==> config.mk <==
export PLATFORM = sky130hd
export DESIGN_NAME = ibum_ctrl
export DESIGN_NICKNAME = d
export VERILOG_FILES = /design/src/sv/ibum_pkg.sv /design/src/sv/ibum_ctrl.sv
export SDC_FILE = /design/constraint.sdc
export NUM_CORES = 1
export LEC_CHECK = 0
export BUFFER_PORTS_ARGS = -buffer_cell sky130_fd_sc_hd__buf_2
export CORE_ASPECT_RATIO = 0.7
export CORE_UTILIZATION = 60
export DETAILED_ROUTE_END_ITERATION = 7
export PLACE_DENSITY = 0.91
export SYNTH_ARGS = -nofsm -noshare
export SYNTH_HDL_FRONTEND = slang
export SYNTH_SLANG_ARGS = --single-unit
==> constraint.sdc <==
create_clock -name i_clk -period 14.97 [get_ports i_clk]
set_input_delay 2.2455 -clock i_clk [delete_from_list [all_inputs] [get_ports i_clk]]
set_output_delay 2.2455 -clock i_clk [all_outputs]
set_load 0.1 [all_outputs]
==> src/sv/ibum_pkg.sv <==
package ibum_pkg;

    // Frame geometry
    localparam int MAX_DIM = 256;
    localparam int DIM_W   = $clog2(MAX_DIM + 1);
    localparam int COORD_W = $clog2(MAX_DIM);
    localparam int ADDR_W  = 2 * COORD_W;
    localparam int DEPTH   = MAX_DIM * MAX_DIM;
    localparam int CNT_W   = ADDR_W + 1;

    // Request codes
    localparam logic REQ_LOAD = 1'b0;
    localparam logic REQ_READ = 1'b1;

    // Register indexes
    localparam logic [2:0] REG_WIDTH     = 3'd0;
    localparam logic [2:0] REG_HEIGHT    = 3'd1;
    localparam logic [2:0] REG_PASSES    = 3'd2;
    localparam logic [2:0] REG_WEIGHT    = 3'd3;
    localparam logic [2:0] REG_AMOUNT    = 3'd4;
    localparam logic [2:0] REG_THRESHOLD = 3'd5;
    localparam logic [2:0] REG_MODE      = 3'd6;

    typedef struct packed {
        logic       req_type;
        logic [7:0] red_in;
        logic [7:0] green_in;
        logic [7:0] blue_in;
    } t_in_item;

    typedef struct packed {
        logic [7:0] red_out;
        logic [7:0] green_out;
        logic [7:0] blue_out;
        logic       last_pixel;
        logic       status;
    } t_out_item;

    // Channel 2 red, 1 green, 0 blue
    typedef logic [2:0][7:0] t_pix;

    typedef struct packed {
        logic [8:0]  frame_width;
        logic [8:0]  frame_height;
        logic [5:0]  blur_passes;
        logic [14:0] blur_weight;
        logic [11:0] sharpen_amount;
        logic [7:0]  sharpen_threshold;
        logic        output_mode;
    } t_cfg;

    typedef enum logic [1:0] {
        BUF_SRC,
        BUF_W0,
        BUF_W1
    } t_buf;

    typedef enum logic [1:0] {
        ACC_NONE,
        ACC_C,
        ACC_ADD
    } t_acc;

    typedef struct packed {
        logic              load_we;
        logic [ADDR_W-1:0] load_addr;
        logic              rd_en;
        logic [ADDR_W-1:0] rd_addr;
        t_buf              src_buf;
        t_acc              acc;
        logic              mul_en;
        logic              wr_en;
        logic              wr_buf;
        logic [ADDR_W-1:0] wr_addr;
        logic              border;
        logic              out_load;
        logic              out_zero;
        logic              out_last;
    } t_cmd;

    typedef struct packed {
        logic out_busy;
    } t_stat;

endpackage

==> src/sv/ibum_ctrl.sv <==
module ibum_ctrl import ibum_pkg::*; (
    input  logic     i_clk,
    input  logic     i_rst_n,
    input  t_cfg     i_cfg,
    input  logic     i_in_valid,
    input  logic     i_req_type,
    output logic     o_in_ready,
    input  t_stat    i_stat,
    output t_cmd     o_cmd
);

    typedef enum logic [2:0] {
        S_IDLE,
        S_BLUR,
        S_MUL,
        S_WR,
        S_RDC
    } t_state;

    t_state             r_state, n_state;
    logic               r_phase, n_phase;
    logic [CNT_W-1:0]   r_lc, n_lc;
    logic [CNT_W-1:0]   r_rc, n_rc;
    logic [5:0]         r_pass, n_pass;
    logic [5:0]         r_npass, n_npass;
    logic [COORD_W-1:0] r_x, n_x;
    logic [COORD_W-1:0] r_y, n_y;
    logic [ADDR_W-1:0]  r_i, n_i;
    logic [2:0]         r_step, n_step;
    logic [DIM_W-1:0]   r_bw, n_bw;
    logic [DIM_W-1:0]   r_bh, n_bh;
    logic               r_dst, n_dst;
    t_buf               r_src, n_src;
    t_buf               r_res, n_res;
    logic               r_last, n_last;

    logic [DIM_W-1:0]   eff_w, eff_h;
    logic [2*DIM_W-1:0] prod_total;
    logic [CNT_W-1:0]   total, lc_inc, idx;
    logic               fire, border, x_end, y_end, last;

    function automatic logic [DIM_W-1:0] clamp_dim(input logic [8:0] v);
        logic [DIM_W-1:0] res;
        res = DIM_W'(v);
        if (v < 9'd3) res = DIM_W'(3);
        else if (DIM_W'(v) > DIM_W'(MAX_DIM)) res = DIM_W'(MAX_DIM);
        return res;
    endfunction

    always_comb begin
        eff_w      = clamp_dim(i_cfg.frame_width);
        eff_h      = clamp_dim(i_cfg.frame_height);
        prod_total = eff_w * eff_h;
        total      = prod_total[CNT_W-1:0];
        lc_inc     = r_lc + CNT_W'(1);
        idx        = (r_rc < total) ? r_rc : total - CNT_W'(1);
        last       = (idx + CNT_W'(1)) >= total;
        x_end      = {1'b0, r_x} == r_bw - DIM_W'(1);
        y_end      = {1'b0, r_y} == r_bh - DIM_W'(1);
        border     = (r_x == '0) || (r_y == '0) || x_end || y_end;
    end

    always_comb begin
        n_state = r_state; n_phase = r_phase; n_lc = r_lc; n_rc = r_rc;
        n_pass = r_pass; n_npass = r_npass; n_x = r_x; n_y = r_y; n_i = r_i;
        n_step = r_step; n_bw = r_bw; n_bh = r_bh; n_dst = r_dst;
        n_src = r_src; n_res = r_res; n_last = r_last;
        o_cmd = '0;
        o_cmd.src_buf = r_src;
        o_in_ready = (r_state == S_IDLE) && !i_stat.out_busy;
        fire = i_in_valid && o_in_ready;

        case (r_state)
            S_IDLE: begin
                if (fire && i_req_type == REQ_LOAD && !r_phase) begin
                    if (r_lc < total) begin
                        o_cmd.load_we   = 1'b1;
                        o_cmd.load_addr = r_lc[ADDR_W-1:0];
                    end
                    n_lc = lc_inc;
                    // Frame complete: latch geometry and kick off the passes, or go to read-out if none
                    if (r_lc >= total || lc_inc >= total) begin
                        n_lc = '0;
                        n_rc = '0;
                        n_bw = eff_w;
                        n_bh = eff_h;
                        n_npass = i_cfg.blur_passes;
                        if (i_cfg.blur_passes == 6'd0) begin
                            n_res   = BUF_SRC;
                            n_phase = 1'b1;
                        end else begin
                            n_pass  = '0;
                            n_src   = BUF_SRC;
                            n_dst   = 1'b0;
                            n_x     = '0;
                            n_y     = '0;
                            n_i     = '0;
                            n_step  = '0;
                            n_state = S_BLUR;
                        end
                    end
                end else if (fire && i_req_type == REQ_READ) begin
                    if (!r_phase) begin
                        o_cmd.out_load = 1'b1;
                        o_cmd.out_zero = 1'b1;
                    end else begin
                        o_cmd.rd_en   = 1'b1;
                        o_cmd.rd_addr = idx[ADDR_W-1:0];
                        o_cmd.src_buf = r_res;
                        n_last        = last;
                        n_lc          = '0;
                        if (last) begin
                            n_phase = 1'b0;
                            n_rc    = '0;
                        end else begin
                            n_rc = r_rc + CNT_W'(1);
                        end
                        n_state = S_RDC;
                    end
                end
            end
            S_RDC: begin
                o_cmd.out_load = 1'b1;
                o_cmd.out_last = r_last;
                n_state = S_IDLE;
            end
            S_BLUR: begin
                // Fetch center, up, down, left, right (center only on the border); data lands next cycle
                case (r_step)
                    3'd0:    o_cmd.rd_addr = r_i;
                    3'd1:    o_cmd.rd_addr = r_i - ADDR_W'(r_bw);
                    3'd2:    o_cmd.rd_addr = r_i + ADDR_W'(r_bw);
                    3'd3:    o_cmd.rd_addr = r_i - ADDR_W'(1);
                    3'd4:    o_cmd.rd_addr = r_i + ADDR_W'(1);
                    default: o_cmd.rd_addr = r_i;
                endcase
                o_cmd.rd_en = (r_step == 3'd0) || (!border && r_step <= 3'd4);
                if (r_step == 3'd1) o_cmd.acc = ACC_C;
                else if (r_step >= 3'd2) o_cmd.acc = ACC_ADD;
                n_step = r_step + 3'd1;
                if (border && r_step == 3'd1) n_state = S_WR;
                else if (r_step == 3'd5) n_state = S_MUL;
            end
            S_MUL: begin
                o_cmd.mul_en = 1'b1;
                n_state = S_WR;
            end
            S_WR: begin
                o_cmd.wr_en   = 1'b1;
                o_cmd.wr_buf  = r_dst;
                o_cmd.wr_addr = r_i;
                o_cmd.border  = border;
                n_step  = '0;
                n_state = S_BLUR;
                n_i     = r_i + ADDR_W'(1);
                if (!x_end) begin
                    n_x = r_x + COORD_W'(1);
                end else begin
                    n_x = '0;
                    if (!y_end) begin
                        n_y = r_y + COORD_W'(1);
                    end else begin
                        n_y = '0;
                        n_i = '0;
                        if (r_pass == r_npass - 6'd1) begin
                            n_res   = r_dst ? BUF_W1 : BUF_W0;
                            n_phase = 1'b1;
                            n_rc    = '0;
                            n_state = S_IDLE;
                        end else begin
                            n_pass = r_pass + 6'd1;
                            n_src  = r_dst ? BUF_W1 : BUF_W0;
                            n_dst  = !r_dst;
                        end
                    end
                end
            end
            default: n_state = S_IDLE;
        endcase
    end

    always_ff @(posedge i_clk) begin
        if (!i_rst_n) begin
            r_state <= S_IDLE;
            r_phase <= 1'b0;
            r_lc    <= '0;
            r_rc    <= '0;
            r_step  <= '0;
        end else begin
            r_state <= n_state;
            r_phase <= n_phase;
            r_lc    <= n_lc;
            r_rc    <= n_rc;
            r_step  <= n_step;
        end
        r_pass  <= n_pass;
        r_npass <= n_npass;
        r_x     <= n_x;
        r_y     <= n_y;
        r_i     <= n_i;
        r_bw    <= n_bw;
        r_bh    <= n_bh;
        r_dst   <= n_dst;
        r_src   <= n_src;
        r_res   <= n_res;
        r_last  <= n_last;
    end

endmodule

==> results of run 1 <==
## through the flow
step	util [%]	hold slack, ps
finish	66.9	532
floorplan	-	479
detailed placement	65.2	520
global placement	65.2	507
CTS	66.8	531
global route	66.9	564
## critical path, delay by kind of cell
family	cells	cell delay, ps
AND/OR/NAND/NOR	14	2630
adder cells (fa/ha/maj)	10	4300
buffers and inverters	6	1050
XOR/XNOR	2	620
multiplexers	1	460
AO/OA/AOI/OAI	13	3250
## kinds of logic (layout without fill, tap and decap cells)
group,Yosys count,in the layout
buf+inv,200,252
fa+ha+maj,177,177
simple gates,578,578
mux,12,12
flops,109,109
xor+xnor,138,138
compound gates,314,314
## state kept, by name (all words and copies together) (netlist names)
name / cells
r_bh: 9
r_state: 3
r_last: 1
r_src: 2
r_res: 2
r_pass: 6
r_phase: 1
r_lc: 17
r_x: 8
r_npass: 6
r_i: 16
r_rc: 17
r_bw: 9
r_step: 3
r_dst: 1
r_y: 8
## what timing repair did
item / CTS / global route
endpoints found under the setup margin: 0 / 2
setup buffers: 0 / 0
resized for setup: 0 / 1
## worst paths after layout
check                   to       from  slack (ps)
setup / recovery   r_rc[4]  i_cfg[58]         680
hold / removal    r_rc[15]   r_rc[15]         530
setup reg to reg   r_rc[4]    r_rc[4]        6930
hold reg to reg   r_rc[15]   r_rc[15]         530
## cell type report
cell class,instances,area (sq um)
Tap cell,270,338
Timing Repair Buffer,106,571
Multi-Input combinational cell,1219,8800
Inverter,130,488
Clock inverter,7,101
Clock buffer,9,225
Fill cell,1609,6630
Sequential cell,109,2860
## routing by layer
| metal | GRT usage [%] | up-vias | routed length [um] |
|---|---|---|---|
| met5 | 0 | - | 0 |
| met4 | 10.4 | 0 | 827 |
| met3 | 6.88 | 88 | 3290 |
| met2 | 51.9 | 610 | 15300 |
| met1 | 42.2 | 5564 | 14100 |
| li1 | - | 5452 | - |
## synth_stat cells, types with 8 or more instances
cell type / n / area, sq um
sky130_fd_sc_hd__nand3_1: 52 / 260
sky130_fd_sc_hd__nand2b_1: 26 / 163
sky130_fd_sc_hd__edfxtp_1: 68 / 2040
sky130_fd_sc_hd__a22oi_1: 17 / 128
sky130_fd_sc_hd__mux2i_1: 11 / 110
sky130_fd_sc_hd__nor4_1: 9 / 56.3
sky130_fd_sc_hd__a211oi_1: 8 / 60.1
sky130_fd_sc_hd__nor3_1: 37 / 185
sky130_fd_sc_hd__o21a_1: 12 / 90.1
sky130_fd_sc_hd__a21oi_1: 84 / 420
sky130_fd_sc_hd__a21o_1: 22 / 165
sky130_fd_sc_hd__nor2_1: 177 / 664
sky130_fd_sc_hd__o21ai_0: 71 / 355
sky130_fd_sc_hd__or3_1: 10 / 62.6
sky130_fd_sc_hd__and2_1: 23 / 144
sky130_fd_sc_hd__nand4_1: 14 / 87.6
sky130_fd_sc_hd__inv_1: 128 / 480
sky130_fd_sc_hd__and3_1: 57 / 357
sky130_fd_sc_hd__nor3b_1: 9 / 67.6
sky130_fd_sc_hd__xnor2_1: 82 / 718
sky130_fd_sc_hd__ha_1: 121 / 1510
sky130_fd_sc_hd__o22ai_1: 17 / 106
sky130_fd_sc_hd__dfxtp_1: 41 / 821
sky130_fd_sc_hd__or2_2: 8 / 50.1
sky130_fd_sc_hd__a211o_1: 10 / 87.6
sky130_fd_sc_hd__fa_1: 50 / 1000
sky130_fd_sc_hd__nor2b_1: 12 / 75.1
sky130_fd_sc_hd__clkbuf_1: 64 / 240
sky130_fd_sc_hd__xor2_1: 56 / 490
sky130_fd_sc_hd__nand2_1: 121 / 454
## report_power, final
| group | switching [W] | total (W) | internal (W) | leakage, nW |
|---|---|---|---|---|
| sequential | 0.00000125 | 0.000318 | 0.000317 | 1.02 |
| combinational | 0.000164 | 0.000260 | 0.0000964 | 4.95 |
| clock | 0.000140 | 0.000265 | 0.000125 | 0.157 |
==> metrics, run 1 <==
largest family of logic cells by synthesized area=simple AND/OR/NAND/NOR gates; max-cap violation count=0; pwr dens=63.0 nW/um^2; Num CTS Buffers=9; number of non-filler instances in the completed layout=1850; synthesized netlist net count=1764; number of flip-flops and latches in the synthesized netlist=109; clock input transition at the sequential cells of the worst setup and hold paths=90 ps; post-synthesis cell count=1528; most common library cell in the layout ignoring fill and taps=sky130_fd_sc_hd__nor2_1; highest-count cells in the layout ignoring fill and taps=176 x sky130_fd_sc_hd__nor2_1, 128 x sky130_fd_sc_hd__inv_1, 121 x sky130_fd_sc_hd__nand2_1, 121 x sky130_fd_sc_hd__ha_1, 90 x sky130_fd_sc_hd__buf_2; y dimension of the die=122 um; sum of negative setup slack=0 ps; Arr. time, crit path=14560 ps; instance area at placement=13100 sq um; fraction of final layout cells sized beyond drive strength 1=8.99%; path type of the worst setup path=in -> reg; maximum ir drop on the vdd rail=58.0 uV; antenna violations before repair=0; area of the core=20000 sq um; antenna fix cells=0; static leakage power=6.13 nW; Post-Synthesis Cell Area=12400 sq um; count of H-tree levels built during CTS=3; worst slack after detailed placement=725 ps; total of warnings raised by yosys=0; Max Transition Viols Final=0; count of flip-flops with a built-in enable after synthesis=68; cell with the largest stage delay on the worst path=sky130_fd_sc_hd__fa_1; detailed-route wire length=33500 um; DR vias/cell=6.33; slew of the pin with the lowest slew margin=1330 ps; overall die area=21300 sq um; most used flip-flop cell after synthesis=sky130_fd_sc_hd__edfxtp_1; area share of xor/xnor cells in the synthesized design=9.74%; clock tree root driver cell=sky130_fd_sc_hd__clkbuf_16; total instance count after detailed placement=1834; tightest slew margin relative to the limit=11.5%; required arrival time at the worst endpoint=15230 ps; mean instance size in the synthesized netlist=8.12 sq um; IO Port Bufs=90; maximum number of pins on one net before global-route repair=41; Antenna Violating Nets Remaining=0; element type at the critical path start=primary input; share of synthesized cell area in and, or, nand and nor gates=22.8%; detailed-placement wirelength estimate=25800 um; part of the Yosys area used for sequential elements=23.1%; vias in the first global route=10.9k; run status=complete, no violations; chip width=174 um; share of async-settable or async-resettable flops after synthesis=0%; Hold Buf Count CTS=0; final worst setup slack=676 ps; first-pass GRT wire length=54400 um; final setup skew=11.7 ps; path category of the worst min-delay check=reg -> reg; worst-skew pair later-pin latency=370 ps; CTS tree=built; layout overhead on the synthesized area=7.87%; grt total ovfl=0; mux share of post-synthesis cell area=1.01%; Netlist cell types=76; routed length per placed instance=18.1 um; global routing usage summed across all routing layers=31.8%; Top Ports=127; count of standard-cell rows=43; PnR Total Power=0.000844 W; sort of element at the end of the critical path=flop; number of failing hold endpoints at the final stage=0; Post-Layout Inst Area=13400 sq um; number of buffers on the longest clock path=2; fraction of the mapped netlist area in compound gates=16.5%; final critical-path share of the clock period=95.5%; setup repair after global routing missed its margin=false; remaining design rule violation count=0; worst hold path stage count=2; router iterations before antenna repair=6; Max FO, Critical Path=14; crit-path max cell delay=550 ps; adder-cell area share of the yosys netlist=20.8%; Reg2Reg Depth=30; sinks on the clock net=109; DRC violation total after the first TritonRoute iteration=1554; via total after detailed routing=11.7k; Initial Util=62.0%; GP Congestion=0.947; # nets final=1811; setup violation total in the final timing report=0; final critical path time including I/O delays and setup=14290 ps; timing-limited maximum frequency=70.0 MHz
Power figures use the tool's default switching activity.
==> run 2: changes to the inputs <==
==> constraint.sdc (replaced) <==
create_clock -name i_clk -period 14.97 [get_ports i_clk]
set_input_delay 0.7485 -clock i_clk [delete_from_list [all_inputs] [get_ports i_clk]]
set_output_delay 0.7485 -clock i_clk [all_outputs]
set_load 0.1 [all_outputs]
==> run 2 against run 1 <==
Effect of this change:
- die area unchanged
- worst setup slack improved by 1100 ps
- largest cell class unchanged
- clock skew increased by 9.0 ps
- clock power decreased by 2%
- flip-flop and latch count unchanged
- fmax increased by 8.5%
- utilization decreased by 0.25 points
- wire length increased by 2.1%
- register-to-register slack got worse by 350 ps
- critical endpoint unchanged
- power decreased by 0.84%
==> metrics, run 2 (same netlist as run 1, synthesis figures left out) <==
maximum number of pins on one net before global-route repair=41 (unchanged); slew of the pin with the lowest slew margin=1260 ps (was 1330 ps); DRC violation total after the first TritonRoute iteration=1791 (was 1554); setup slack of the worst register-to-register path=6580 ps (was 6930 ps); global routing usage summed across all routing layers=32.8% (was 31.8%); detailed-route wire length=34200 um (was 33500 um); final critical-path share of the clock period=88.0% (was 95.5%); family with the most delay on the worst path=adder cells (unchanged); run status=complete, no violations (unchanged); highest-count cells in the layout ignoring fill and taps=177 x sky130_fd_sc_hd__nor2_1, 128 x sky130_fd_sc_hd__inv_1, 121 x sky130_fd_sc_hd__nand2_1, 121 x sky130_fd_sc_hd__ha_1, 90 x sky130_fd_sc_hd__buf_2 (was 176 x sky130_fd_sc_hd__nor2_1, 128 x sky130_fd_sc_hd__inv_1, 121 x sky130_fd_sc_hd__nand2_1, 121 x sky130_fd_sc_hd__ha_1, 90 x sky130_fd_sc_hd__buf_2); required arrival time at the worst endpoint=15230 ps (about the same); timing-limited maximum frequency=75.9 MHz (was 70.0 MHz); routed length per placed instance=18.5 um (was 18.1 um); most common library cell in the layout ignoring fill and taps=sky130_fd_sc_hd__nor2_1 (unchanged); clock input transition at the sequential cells of the worst setup and hold paths=80 ps (was 90 ps); largest registers ranked by flip-flop count=r_lc: 17 flops, r_rc: 17 flops, r_i: 16 flops (unchanged); first-pass GRT wire length=56000 um (was 54400 um); final setup skew=20.7 ps (was 11.7 ps); fraction of final layout cells sized beyond drive strength 1=8.63% (was 8.99%); count of standard-cell rows=43 (unchanged); element type at the critical path start=primary input (unchanged); setup fix buffers added after clock tree synthesis=0 (unchanged); vias in the first global route=11.4k (was 10.9k); chip width=174 um (unchanged); path category of the worst min-delay check=reg -> reg (unchanged); Initial Util=62.0% (unchanged); grt total ovfl=0 (unchanged); # nets final=1806 (was 1811); most repeated library cell on the critical path=sky130_fd_sc_hd__inv_1; max-cap violation count=0 (unchanged); detailed-placement wirelength estimate=26000 um (was 25800 um); final critical path time including I/O delays and setup=13180 ps (was 14290 ps); static leakage power=6.10 nW (was 6.13 nW); Num CTS Buffers=9 (unchanged); CTS tree=built (unchanged); area of the core=20000 sq um (unchanged); antenna violations before repair=0 (unchanged); DR vias/cell=6.41 (was 6.33); Top Ports=127 (unchanged); number of failing hold endpoints at the final stage=0 (unchanged); sort of element at the end of the critical path=flop (unchanged); number of buffers on the longest clock path=2 (unchanged); clock tree root driver cell=sky130_fd_sc_hd__clkbuf_16 (unchanged); router iterations before antenna repair=6 (unchanged); tightest slew margin relative to the limit=15.4% (was 11.5%); Max Transition Viols Final=0 (unchanged); sinks on the clock net=109 (unchanged); worst-skew pair later-pin latency=380 ps (was 370 ps); worst r2r dst=r_rc[4] (unchanged); setup violation total in the final timing report=0 (unchanged); IO Port Bufs=90 (unchanged); antenna fix cells=0 (unchanged); number of non-filler instances in the completed layout=1845 (was 1850); worst hold endpoint=r_rc[3] (was r_rc[15]); cell with the largest stage delay on the worst path=sky130_fd_sc_hd__o211ai_2 (was sky130_fd_sc_hd__fa_1); Reg2Reg Depth=30 (unchanged); crit-path max cell delay=870 ps (was 550 ps); cts repair resizes=0 (unchanged); start point of the worst hold path=r_rc[3] (was r_rc[15]); Antenna Violating Nets Remaining=0 (unchanged); worst hold path stage count=2 (unchanged); sum of negative setup slack=0 ps (unchanged); remaining design rule violation count=0 (unchanged); pwr dens=62.7 nW/um^2 (was 63.0 nW/um^2); Hold Buf Count CTS=0 (unchanged); count of H-tree levels built during CTS=3 (unchanged); setup repair after global routing missed its margin=false (unchanged); launch instance of the worst register-to-register path=r_rc[4] (unchanged); path type of the worst setup path=in -> reg (unchanged); GP Congestion=0.974 (was 0.947); y dimension of the die=122 um (unchanged); overall die area=21300 sq um (unchanged); Max FO, Critical Path=40 (was 14); via total after detailed routing=11.8k (was 11.7k); Arr. time, crit path=13440 ps (was 14560 ps); total instance count after detailed placement=1829 (was 1834); maximum ir drop on the vdd rail=62.5 uV (was 58.0 uV); layout overhead on the synthesized area=7.46% (was 7.87%); crit path buf inv count=7 (was 6)
==> run 2: changes by cell type in the layout (fill, tap and decap cells not counted), sizes merged <==
cell | before | now
clkinv | 4 | 7
inv | 133 | 130
buf | 106 | 101
==> run 2: power breakdown <==
| part | internal (W) | switching, W |
|---|---|---|
| sequential | 0.000317 | 0.00000124 |
| clock | 0.000121 | 0.000139 |
| combinational | 0.0000932 | 0.000166 |
| total | 0.000531 | 0.000305 |
==> run 2: routing by layer <==
layer,up-vias,wire [um],track usage [%]
met5,-,0,0
met4,0,1030,13.0
met3,115,3670,7.47
met2,694,15600,53.4
met1,5577,13900,42.4
li1,5435,-,-
==> run 2: tightest hold or removal path: stages (launching register included) <==
cell and delay [ps]:
sky130_fd_sc_hd__dfxtp_1 360, sky130_fd_sc_hd__nand2_1 60, sky130_fd_sc_hd__o21ai_0 60
==> run 2: per-stage QoR <==
step / area, sq um / hold WS [ps] / util, % / setup WS (ps) / power [W]
after floorplan: 12400 / 479 / - / 3300 / 0.000512
after global placement: 13000 / 513 / 65.0 / 2140 / 0.000564
after detailed placement: 13000 / 525 / 65.0 / 1860 / 0.000575
after CTS: 13300 / 534 / 66.6 / 2200 / 0.000829
after global routing: 13300 / 558 / 66.6 / 1200 / 0.000872
final: 13300 / 532 / 66.6 / 1790 / 0.000837
==> run 2: final cells by class <==
cell class / instances / area [sq um]
Clock buffer: 9 / 225
Tap cell: 270 / 338
Fill cell: 1577 / 6680
Clock inverter: 7 / 91.3
Sequential cell: 109 / 2860
Multi-Input combinational cell: 1219 / 8790
Timing Repair Buffer: 101 / 533
Inverter: 130 / 488
==> run 2: how the worst max path moves through the flow <==
stage               from        to  slack, ps  cells past startpoint
6_report       i_cfg[58]   r_rc[4]       1790                     48
2_1_floorplan  i_cfg[58]   r_rc[2]       3300                     52
3_3_place_gp   i_cfg[45]  r_rc[11]       2140                     49
3_5_place_dp   i_cfg[58]   r_rc[4]       1860                     46
5_1_grt        i_cfg[45]   r_rc[4]       1200                     49
4_1_cts        i_cfg[58]   r_rc[4]       2200                     46
